===== src/rtl/tse_pkg.sv =====
`timescale 1ns / 1ps
`default_nettype none
package tse_pkg;
    localparam int MAX_TERMS_DEF = 10;
    localparam int FRAC_BITS_DEF = 28;
    localparam int DATA_W = 32;
    localparam int CNT_W = 4;

    localparam logic [1:0] FUNC_SIN = 2'd0;
    localparam logic [1:0] FUNC_COS = 2'd1;
    localparam logic [1:0] FUNC_LN1P = 2'd2;
    localparam logic [1:0] FUNC_UNUSED = 2'd3;

    typedef struct packed {
        logic [1:0]         func;
        logic signed [31:0] x_value;
        logic [3:0]         term_count;
    } t_req_in;

    typedef struct packed {
        logic signed [31:0] series_sum;
        logic               saturated;
    } t_req_out;

    typedef enum logic [2:0] {
        OP_LOAD,
        OP_X2,
        OP_MUL_TX2,
        OP_MUL_TX,
        OP_DIV,
        OP_NEG,
        OP_ADD
    } t_op;

    typedef struct packed {
        logic       go;
        t_op        op;
        logic [4:0] k;
    } t_cmd;

    typedef struct packed {
        logic done;
    } t_sts;

    // reciprocal round(2^32/k), k = 1..20
    function automatic logic [32:0] recip(input logic [4:0] k);
        logic [32:0] r;
        begin
            case (k)
                5'd1: r = 33'h100000000;
                5'd2: r = 33'd2147483648;
                5'd3: r = 33'd1431655765;
                5'd4: r = 33'd1073741824;
                5'd5: r = 33'd858993459;
                5'd6: r = 33'd715827883;
                5'd7: r = 33'd613566757;
                5'd8: r = 33'd536870912;
                5'd9: r = 33'd477218588;
                5'd10: r = 33'd429496730;
                5'd11: r = 33'd390451572;
                5'd12: r = 33'd357913941;
                5'd13: r = 33'd330382100;
                5'd14: r = 33'd306783378;
                5'd15: r = 33'd286331153;
                5'd16: r = 33'd268435456;
                5'd17: r = 33'd252645135;
                5'd18: r = 33'd238609294;
                5'd19: r = 33'd226050910;
                5'd20: r = 33'd214748365;
                default: r = 33'h100000000;
            endcase
            return r;
        end
    endfunction
endpackage
`default_nettype wire


===== src/rtl/tse_datapath.sv =====
`timescale 1ns / 1ps
`default_nettype none
module tse_datapath import tse_pkg::*; #(
    parameter int FRAC_BITS = FRAC_BITS_DEF
) (
    input  wire logic               i_clk,
    input  wire logic               i_rst_n,
    input  wire logic               i_load,
    input  wire t_req_in            i_req,
    input  wire t_cmd               i_cmd,
    output t_sts                    o_sts,
    output logic signed [31:0]      o_sum,
    output logic                    o_sat
);
    localparam logic signed [65:0] SMAX = 66'sd2147483647;
    localparam logic signed [65:0] SMIN = -66'sd2147483648;
    localparam logic [63:0] ONE_F = 64'd1 << FRAC_BITS;

    logic signed [31:0] r_x, r_x2, r_t, r_p, r_sum;
    logic               r_sat, r_done;
    logic [1:0]         r_ph;
    logic [31:0]        r_ma;
    logic [32:0]        r_mb;
    logic               r_neg;
    logic [64:0]        r_prod;

    logic signed [31:0] a, b;
    logic [31:0]        ma;
    logic [32:0]        mb;
    logic [64:0]        rnd;
    logic signed [65:0] sres, one_c;
    logic signed [32:0] ssum;
    logic signed [31:0] mres;
    logic               mclip;

    always_comb begin
        a = r_t;
        b = r_x;
        case (i_cmd.op)
            OP_X2: begin a = r_x; b = r_x; end
            OP_MUL_TX2: b = r_x2;
            OP_MUL_TX: a = r_p;
            default: ;
        endcase
        ma = a[31] ? 32'(-a) : 32'(a);
        mb = b[31] ? {1'b0, 32'(-b)} : {1'b0, b};
        if (i_cmd.op == OP_DIV) mb = recip(i_cmd.k);
        if (i_cmd.op == OP_DIV)
            rnd = (r_prod + (65'd1 << 31)) >> 32;
        else
            rnd = (r_prod + (65'd1 << (FRAC_BITS - 1))) >> FRAC_BITS;
        sres = r_neg ? -$signed({1'b0, rnd}) : $signed({1'b0, rnd});
        if (sres > SMAX) begin
            mres = 32'(SMAX);
            mclip = 1'b1;
        end else if (sres < SMIN) begin
            mres = 32'(SMIN);
            mclip = 1'b1;
        end else begin
            mres = 32'(sres);
            mclip = 1'b0;
        end
        one_c = $signed({2'b0, ONE_F});
        ssum = 33'(r_sum) + 33'(r_t);
    end

    always_ff @(posedge i_clk) begin
        if (!i_rst_n) begin
            r_ph <= '0;
            r_done <= 1'b0;
        end else begin
            r_done <= 1'b0;
            if (i_load) begin
                r_x <= i_req.x_value;
                r_p <= i_req.x_value;
                r_sum <= '0;
                r_sat <= 1'b0;
                r_ph <= '0;
                if (i_req.func == FUNC_COS) begin
                    if (one_c > SMAX) begin r_t <= 32'(SMAX); r_sat <= 1'b1; end
                    else r_t <= 32'(one_c);
                end else r_t <= i_req.x_value;
            end else if (i_cmd.go) begin
                case (i_cmd.op)
                    OP_NEG: begin
                        if (r_t == 32'sh80000000) begin
                            r_t <= 32'(SMAX); r_sat <= 1'b1;
                        end else r_t <= -r_t;
                        r_done <= 1'b1;
                    end
                    OP_ADD: begin
                        if (ssum > 33'sd2147483647) begin
                            r_sum <= 32'(SMAX); r_sat <= 1'b1;
                        end else if (ssum < -33'sd2147483648) begin
                            r_sum <= 32'(SMIN); r_sat <= 1'b1;
                        end else r_sum <= 32'(ssum);
                        r_done <= 1'b1;
                    end
                    default: begin
                        case (r_ph)
                            2'd0: begin
                                r_ma <= ma; r_mb <= mb;
                                r_neg <= (i_cmd.op == OP_DIV) ? a[31] : (a[31] ^ b[31]);
                                r_ph <= 2'd1;
                            end
                            2'd1: begin
                                r_prod <= 65'(r_ma) * 65'(r_mb);
                                r_ph <= 2'd2;
                            end
                            default: begin
                                r_ph <= '0;
                                r_done <= 1'b1;
                                if (i_cmd.op == OP_DIV) r_t <= 32'(sres);
                                else begin
                                    if (mclip) r_sat <= 1'b1;
                                    if (i_cmd.op == OP_X2) r_x2 <= mres;
                                    else r_t <= mres;
                                    // ln(1+x) keeps the running power apart
                                    if (i_cmd.op == OP_MUL_TX) r_p <= mres;
                                end
                            end
                        endcase
                    end
                endcase
            end
        end
    end

    assign o_sts.done = r_done;
    assign o_sum = r_sum;
    assign o_sat = r_sat;
endmodule
`default_nettype wire


===== src/rtl/tse_ctrl.sv =====
`timescale 1ns / 1ps
`default_nettype none
module tse_ctrl import tse_pkg::*; #(
    parameter int MAX_TERMS = MAX_TERMS_DEF
) (
    input  wire logic    i_clk,
    input  wire logic    i_rst_n,
    input  wire logic    i_in_valid,
    output logic         o_in_stall,
    input  wire t_req_in i_req,
    output logic         o_load,
    output t_cmd         o_cmd,
    input  wire t_sts    i_sts,
    input  wire logic signed [31:0] i_sum,
    input  wire logic    i_sat,
    output logic         o_out_valid,
    input  wire logic    i_out_stall,
    output t_req_out     o_out
);
    typedef enum logic [1:0] {S_IDLE, S_RUN, S_OUT} t_state;
    t_state      r_state;
    logic [1:0]  r_func;
    logic [3:0]  r_n, r_i;
    logic [2:0]  r_step;
    logic        r_zero;
    t_cmd        cmd;
    logic [3:0]  n_lim;
    logic        last_step;

    always_comb begin
        n_lim = (i_req.term_count > 4'(MAX_TERMS)) ? 4'(MAX_TERMS) : i_req.term_count;
        // hold off for the cycle in which the previous step reports done
        cmd.go = (r_state == S_RUN) && !i_sts.done;
        cmd.k = '0;
        cmd.op = OP_ADD;
        last_step = 1'b0;
        if (r_func == FUNC_LN1P) begin
            // i counts 1..n; steps: mul (i>1), div i, neg (even), add
            case (r_step)
                3'd0: cmd.op = OP_MUL_TX;
                3'd1: begin cmd.op = OP_DIV; cmd.k = {1'b0, r_i}; end
                3'd2: cmd.op = OP_NEG;
                default: begin cmd.op = OP_ADD; last_step = 1'b1; end
            endcase
        end else begin
            case (r_step)
                3'd0: cmd.op = OP_X2;
                3'd1: cmd.op = OP_MUL_TX2;
                3'd2: begin
                    cmd.op = OP_DIV;
                    cmd.k = (r_func == FUNC_SIN) ? 5'({r_i, 1'b0}) : 5'({r_i, 1'b0} - 5'd1);
                end
                3'd3: begin
                    cmd.op = OP_DIV;
                    cmd.k = (r_func == FUNC_SIN) ? 5'({r_i, 1'b0} + 5'd1) : 5'({r_i, 1'b0});
                end
                3'd4: cmd.op = OP_NEG;
                default: begin cmd.op = OP_ADD; last_step = 1'b1; end
            endcase
        end
    end

    function automatic logic [2:0] first_step(input logic [1:0] f, input logic [3:0] i);
        logic [2:0] s;
        begin
            if (f == FUNC_LN1P) s = (i == 4'd1) ? 3'd1 : 3'd0;
            else if (i == 4'd0) s = 3'd5;
            else if (i == 4'd1) s = 3'd0;
            else s = 3'd1;
            return s;
        end
    endfunction

    always_ff @(posedge i_clk) begin
        if (!i_rst_n) begin
            r_state <= S_IDLE;
            o_out_valid <= 1'b0;
        end else begin
            case (r_state)
                S_IDLE: if (i_in_valid) begin
                    r_func <= i_req.func;
                    r_n <= n_lim;
                    r_zero <= (n_lim == 4'd0) || (i_req.func == FUNC_UNUSED);
                    r_i <= (i_req.func == FUNC_LN1P) ? 4'd1 : 4'd0;
                    r_step <= first_step(i_req.func, (i_req.func == FUNC_LN1P) ? 4'd1 : 4'd0);
                    r_state <= ((n_lim == 4'd0) || (i_req.func == FUNC_UNUSED)) ? S_OUT : S_RUN;
                    if ((n_lim == 4'd0) || (i_req.func == FUNC_UNUSED)) o_out_valid <= 1'b1;
                end
                S_RUN: if (i_sts.done) begin
                    if (last_step) begin
                        if ((r_func == FUNC_LN1P) ? (r_i == r_n) : (r_i + 4'd1 == r_n)) begin
                            r_state <= S_OUT;
                            o_out_valid <= 1'b1;
                        end else begin
                            r_i <= r_i + 4'd1;
                            r_step <= first_step(r_func, r_i + 4'd1);
                        end
                    end else if (r_func == FUNC_LN1P && r_step == 3'd1 && !r_i[0])
                        r_step <= 3'd2;
                    else if (r_func == FUNC_LN1P && r_step == 3'd1)
                        r_step <= 3'd3;
                    else if (r_func != FUNC_LN1P && r_step == 3'd0 && r_i == 4'd0)
                        r_step <= 3'd5;
                    else
                        r_step <= r_step + 3'd1;
                end
                S_OUT: if (!i_out_stall) begin
                    o_out_valid <= 1'b0;
                    r_state <= S_IDLE;
                end
                default: r_state <= S_IDLE;
            endcase
        end
    end

    assign o_load = (r_state == S_IDLE) && i_in_valid;
    assign o_in_stall = (r_state != S_IDLE);
    assign o_cmd = cmd;
    assign o_out.series_sum = r_zero ? 32'sd0 : i_sum;
    assign o_out.saturated = r_zero ? 1'b0 : i_sat;
endmodule
`default_nettype wire


===== src/rtl/taylor_series_evaluator.sv =====
// channel | signals                          | payload
// in      | i_in_valid / o_in_stall          | i_in  (t_req_in)
// out     | o_out_valid / i_out_stall        | o_out (t_req_out)
// One request at a time on the shared 33x32 multiplier: a multiply or divide steps through
// operand, product and rounding phases, while a negate or an add completes directly.
// Zero terms or unused operation: result valid the cycle after accept.
// Reset is synchronous, active low; clears the controller.
// A stalled result holds; no new request is taken until it leaves.
`timescale 1ns / 1ps
`default_nettype none
module taylor_series_evaluator import tse_pkg::*; #(
    parameter int MAX_TERMS = MAX_TERMS_DEF,
    parameter int FRAC_BITS = FRAC_BITS_DEF
) (
    input  wire logic    i_clk,
    input  wire logic    i_rst_n,
    input  wire logic    i_in_valid,
    output logic         o_in_stall,
    input  wire t_req_in i_in,
    output logic         o_out_valid,
    input  wire logic    i_out_stall,
    output t_req_out     o_out
);
    logic load;
    t_cmd cmd;
    t_sts sts;
    logic signed [31:0] sum;
    logic sat;

    tse_ctrl #(.MAX_TERMS(MAX_TERMS)) u_ctrl (
        .i_clk, .i_rst_n, .i_in_valid, .o_in_stall, .i_req(i_in),
        .o_load(load), .o_cmd(cmd), .i_sts(sts), .i_sum(sum), .i_sat(sat),
        .o_out_valid, .i_out_stall, .o_out
    );

    tse_datapath #(.FRAC_BITS(FRAC_BITS)) u_dp (
        .i_clk, .i_rst_n, .i_load(load), .i_req(i_in), .i_cmd(cmd),
        .o_sts(sts), .o_sum(sum), .o_sat(sat)
    );
endmodule
`default_nettype wire


===== config.mk =====
export PLATFORM = sky130hd
export DESIGN_NAME = taylor_series_evaluator
export DESIGN_NICKNAME = d
export VERILOG_FILES = /design/src/rtl/tse_pkg.sv /design/src/rtl/tse_datapath.sv /design/src/rtl/tse_ctrl.sv /design/src/rtl/taylor_series_evaluator.sv
export SDC_FILE = /design/constraint.sdc
export NUM_CORES = 2
export LEC_CHECK = 0
export BUFFER_PORTS_ARGS = -buffer_cell sky130_fd_sc_hd__buf_4
export CORE_AREA = 2 2 328 330
export DETAILED_ROUTE_END_ITERATION = 8
export DIE_AREA = 0 0 330 332
export PLACE_DENSITY = 0.76
export REMOVE_ABC_BUFFERS = 1
export SLEW_MARGIN = 20
export SYNTH_ARGS = -nofsm -noshare
export SYNTH_HDL_FRONTEND = slang
export SYNTH_SLANG_ARGS = --single-unit

===== constraint.sdc =====
create_clock -name i_clk -period 12 [get_ports i_clk]
set_input_delay 0.6 -clock i_clk [delete_from_list [all_inputs] [get_ports i_clk]]
set_output_delay 0.6 -clock i_clk [all_outputs]
set_load 0.005 [all_outputs]

# Word level (Yosys, flattened, before mapping)
# Memories as Yosys holds them, arrays and structs flattened.
# Index checks and enable logic that the tools add are counted.
[op_classes]
order_cmp = 5
reduce_logical = 45
muxes = 91
add_sub_neg = 11
mul = 1
eq_ne = 41
bitwise = 7
[op_table]
columns = ["cell", "n"]
rows = [
  ["$mux W32", 22],
  ["$pmux W32 S2", 2],
  ["$neg A32 Y32", 3],
  ["$gt A66 B32 Y1 const B", 1],
  ["$lt A66 B32 Y1 const B", 1],
  ["$mux W66", 1],
  ["$neg A37 Y66", 1],
  ["$add A65 B28 Y65 const B", 1],
  ["$add A65 B32 Y65 const B", 1],
  ["$mul A32 B33 Y65", 1],
  ["$mux W37", 1],
  ["$add A32 B32 Y33", 1],
  ["$gt A33 B32 Y1 const B", 1],
  ["$lt A33 B32 Y1 const B", 1],
  ["$mux W3", 11],
  ["$mux W33", 1],
  ["$eq A32 B32 Y1 const B", 1],
  ["$mux W31", 1],
  ["$mux W1", 28],
  ["$reduce_and A5 Y1", 5],
  ["$mux W4", 6],
  ["$reduce_and A7 Y1", 3],
  ["$logic_not A4 Y1", 4],
  ["$ne A2 B2 Y1 const B", 7],
  ["48 further kinds", 96],
]
[totals]
out_inout_bits = 35
memories = 1
elab_cells = 222
input_bits = 42
register_bits = 312
mem_bits_ro = 1056
[mem_list]
columns = ["name", "words", "width", "rd", "rd_clocked_by_memory_dff", "wr", "line", "source"]
rows = [
  ["(name not given)", 32, 33, 1, 0, 0, "tse_pkg.sv:49", "case (k)"],
]

# Logic depth before layout (Yosys ltp)
[depth]
depth_word = 17
depth_mapped = 31
depth_no_buf = 30

# Hierarchy
# Synthesis repeated with hierarchy kept, for this count alone.
[hier_totals]
hier_cells = 5791
area_unflattened_um2 = 53070.9
[modules_own_cells]
columns = ["mod", "n_inst", "area_each_um2", "seq_area_each_um2", "cells_per_inst"]
rows = [
  ["tse_datapath", 1, 51421.8, 8017.7, 5596],
  ["tse_ctrl", 1, 1649.1, 480.5, 195],
]

# Worst setup path after synthesis
# Ideal clock, no wire load.
[synth_path]
path_kind = "register -> register"
startpoint = "register u_ctrl.r_step[1]"
endpoint = "register u_dp.r_ma[0], enable pin"
path_slack_ns = 2.904
stages_incl_launch_ff = 11
period_less_slack_ns = 9.096
arrival_time_ns = 8.442
n_path_buf = 3
setup_time_ns = 0.653
t_required_ns = 11.347
path_cell_list = "edfxtp_1 inv_1 ha_1 o21bai_1 o2bb2ai_4 buf_2 buf_1 buf_1 xnor2_1 nor2_1 nor4_1"
[synth_via]
elab_chain_len = 8
elab_cells_between_ends = 14
classes_between = "eq/ne (6); mux (3); bitwise (1); reduce/logical (4)"
[synth_lines]
columns = ["item", "line", "source"]
rows = [
  ["start: declaration", "tse_ctrl.sv:24", "logic [2:0] r_step;"],
  ["start signal: assignment", "tse_ctrl.sv:85", "r_step <= first_step(i_req.func, (i_req.func == FUNC_LN1P) ? 4'd1 : 4'd0);"],
  ["start signal: assignment", "tse_ctrl.sv:96", "r_step <= first_step(r_func, r_i + 4'd1);"],
  ["start signal: assignment", "tse_ctrl.sv:105", "r_step <= r_step + 3'd1;"],
  ["$eq A3 B2 Y1 (on tied branches)", "tse_ctrl.sv:39, tse_ctrl.sv:46", ""],
  ["$reduce_or A2 Y1 (no line)", "-", ""],
  ["$pmux W3 S4", "tse_ctrl.sv:46", "case (r_step)"],
  ["$mux W8 (*)", "tse_ctrl.sv:37", "if (r_func == FUNC_LN1P) begin"],
  ["$eq A3 B3 Y1", "tse_datapath.sv:84", "case (i_cmd.op)"],
  ["$reduce_or A2 Y1 (no line) (*)", "-", ""],
  ["$not A1 Y1 (no line) (*)", "-", ""],
  ["$reduce_and A5 Y1 (no line) (*)", "-", ""],
  ["end signal: assignment", "tse_datapath.sv:102", "r_ma <= ma; r_mb <= mb;"],
  ["end: declaration", "tse_datapath.sv:22", "logic [31:0] r_ma;"],
]
# Mark *: on every way between the ends. The rest lies on a longest branch, timed or not.
# A chain may end at the register's enable or synchronous reset.

# Worst setup path in the final report
[layout_path]
startpoint = "register u_dp.r_ma[10]"
endpoint = "register u_dp.r_prod[64] (data pin)"
[layout_via]
elab_chain_len = 1
[layout_lines]
columns = ["item", "line", "source"]
rows = [
  ["$mul A32 B33 Y65", "tse_datapath.sv:107", "r_prod <= 65'(r_ma) * 65'(r_mb);"],
  ["end signal: assignment", "tse_datapath.sv:107", ""],
  ["end: declaration", "tse_datapath.sv:25", "logic [64:0] r_prod;"],
]
# No other way between the ends.

==> results.ini <==
[sta]
final.setup.tns_ns = 0
worst_pin_slew_ns = 1.19
maxSlewViolCount = 0
slew_headroom_pct = 19.8
max_freq_mhz = 92.4
rsz0062_at_grt = false
finalCritPeriodShare_pct = 90.2
period_needed_ns = 10.82
final_hold_viol_count = 0
skew_ns = 0.0346
setup_viol = 0

[clock_tree]
clock_latency_ns = 0.57
cts_tree = yes
cts_buffers = 34
clkSlewWorstSetupHoldPaths_ns = 0.06
root_buffer = clkbuf_16
h-tree-depth = 2
ctsResizeCount = 0
cts.sinks = 285
cts.path.max_buffers = 3
ctsHoldBuffers = 0
cts_setup_buffers = 0

[run]
drv_cap = 0

[logic_synthesis]
synth_area_leaders = fa_1 (35%), edfxtp_1 (16%), ha_1 (7.5%), inv_1 (7.2%), and2_1 (5.9%)
ys_dominant_reg_cell = edfxtp_1
synth_seq_area_share_pct = 16.1
yosys-top-cells-count = inv_1 (1017), fa_1 (926), nand2_1 (828), and2_1 (500), ha_1 (315)
ys_ff_latch = 285
synth_warnings = 0
synthArstFlopShare_pct = 0
netlist_area_mm2 = 0.0527
synth_most_common_cell = inv_1
syn_avg_cell_area_um2 = 9.15
synth_edf_count = 279
syn_inst = 5767
synth_cell_type_count = 88
synth_top_cell_area_share_pct = 35.1
synth_top_area_cell = fa_1

[floorplan]
die_w_um = 330
rows = 120
dieArea_mm2 = 0.110
ios = 77
coreArea_mm2 = 0.106
start_util_pct = 49.6
die_y_um = 332

[worst_setup_path]
r2r_cells = 28
crit_top_cell = fa_1
slowest_stage = edfxtp_1
r2r_end = u_dp.r_prod[64]
ff2ff_setup_slack_ns = 1.18
worstPathRequired_ns = 12.31
crit_fanout = 23
critPathLaunch = u_dp.r_ma[10]
crit_path_max_incr_delay_ns = 1.14
start_kind = register
crit_path_end_kind = register
arrival_ns = 11.13
timing.rr.start = u_dp.r_ma[10]
setup.worst_path.class = reg2reg
cp-endpoint = u_dp.r_prod[64]

[route]
viasPerCell = 5.82
drc = 0
vias = 41187
routed_wl_um = 154000
drt-pass1-iter-count = 6
first_iter_violations = 3619
post_drt_wl_per_cell_um = 21.7
ant_nets = 0

[global_route]
gr-total-overflow = 0
grt_max_degree = 79
grt_pass1_vias = 42984
antenna_found_initial = 5
grt_pass1_wl_um = 244000
grtUsageTotal_pct = 28.7

[cells_and_area]
fin_util_pct = 52.4
nets = 6938
area_growth_pct = 5.64
antenna_cells = 0
drive_gt1_share_pct = 5.18

[place]
portBuffers = 76
dp.final_hpwl_um = 117000
place_congestion = 0.942

[hold_path]
hold_class = in2reg

[status]
status = finished, final reports clean

[logic make-up (layout without fill, tap and decap cells)]
kind of cell,count (synthesis),in the layout,share of synthesized area [%]
buffers and inverters,1333,1244,9.61
xor gates and xnor gates,245,245,4.07
DFF,285,285,16.1
and+or+nand+nor,1926,1926,18.0
adders and majority gates,1241,1241,42.6
muxes,88,88,1.73
AOI/OAI and AO/OA,649,649,7.90
[critical path, delay by kind of cell, from the launching register on]
kind / cells / cell delay [ns]
AOI/OAI and AO/OA: 9 / 4.32
xor gates and xnor gates: 1 / 0.14
adders and majority gates: 9 / 4.26
buffers and inverters: 7 / 0.40
DFF: 1 / 1.14
and+or+nand+nor: 2 / 0.27
[how the worst min path moves through the flow]
stage | startpoint | to | depth (start not counted)
3_3_place_gp | u_dp.r_ph[0] | u_dp.r_ph[0] | 2
6_report | i_in[8] | u_dp.r_x[4] | 1
2_1_floorplan | u_dp.r_ph[0] | u_dp.r_ph[0] | 2
3_5_place_dp | u_dp.r_ph[0] | u_dp.r_ph[1] | 2
5_1_grt | i_in[5] | u_dp.r_x[1] | 1
4_1_cts | i_in[5] | u_dp.r_x[1] | 1
[cell type report]
| cell class | count | area, um2 |
|---|---|---|
| fillers | 9391 | 50600 |
| multi-input cells | 4149 | 39200 |
| flip-flops and latches | 285 | 8500 |
| inverters | 1018 | 3820 |
| well taps | 1403 | 1760 |
| repair buffers | 167 | 1260 |
| clock buffers | 35 | 876 |
| clock inverters | 24 | 262 |
[cells in the final DEF (no fill, tap or decap), drive strengths merged, types with 7 or more instances in the layout]
master / netlist / routed
nand2: 828 / 828
clkinv: 1 / 9
inv: 1017 / 1021
o21bai: 10 / 10
o2111ai: 18 / 18
and2: 500 / 500
xor2: 90 / 90
buf: 38 / 167
and4: 11 / 11
o21ai: 193 / 193
mux2i: 66 / 66
and3: 29 / 29
clkinvlp: 0 / 8
o31a: 7 / 7
xnor2: 155 / 155
a31oi: 37 / 37
nor2: 190 / 190
or2: 12 / 12
nand2b: 20 / 20
a21oi: 162 / 162
nand3: 85 / 85
nor2b: 55 / 55
o211ai: 28 / 28
or3: 21 / 21
clkbuf: 277 / 35
fa: 926 / 926
a32oi: 10 / 10
nor4: 39 / 39
nor3: 62 / 62
o21a: 16 / 16
mux2: 22 / 22
ha: 315 / 315
nand4: 33 / 33
a22oi: 14 / 14
edfxtp: 279 / 279
or4: 15 / 15
o31ai: 23 / 23
nor4b: 7 / 7
a21o: 56 / 56
[layer usage]
metal  global-route usage [%]  part of all wire (%)  up-vias  wire [um]
li1                         -                     -    17916          -
met1                     38.2                    38    20610      59000
met2                     45.2                    46     2190      70300
met3                     5.48                    10      465      15800
met4                     13.4                   5.5        6       8490
met5                        0                 0.026        -         40
[sequential cells by signal, indices dropped and copies added (netlist names), 2 cells and up]
register and cells:
u_dp.r_mb 33, u_dp.o_sum 32, u_dp.r_x2 32, u_dp.r_p 32
u_ctrl.r_n 4, u_dp.r_t 32, u_dp.r_ma 32, u_ctrl.r_func 2
u_ctrl.r_i 4, u_ctrl.r_step 3, u_ctrl.r_state 2, u_dp.r_prod 38
u_dp.r_x 32, u_dp.r_ph 2
[metrics by stage]
step / hold WS, ns / cell area, um2 / worst slack (ns) / instances
final: 0.245 / 55700 / 1.18 / 7081
after global routing: 0.223 / 55700 / 0.775 / 7081
after detailed placement: 0.508 / 54600 / 1.33 / 7021
after global placement: 0.491 / 54600 / 1.45 / 7020
after floorplan: 0.459 / 51500 / 3.20 / 5452
after CTS: 0.214 / 55700 / 1.32 / 7080
Power is left out: the tool's default activity adds up to more than one toggle a clock period on the data nets, which glitch-free logic cannot reach.
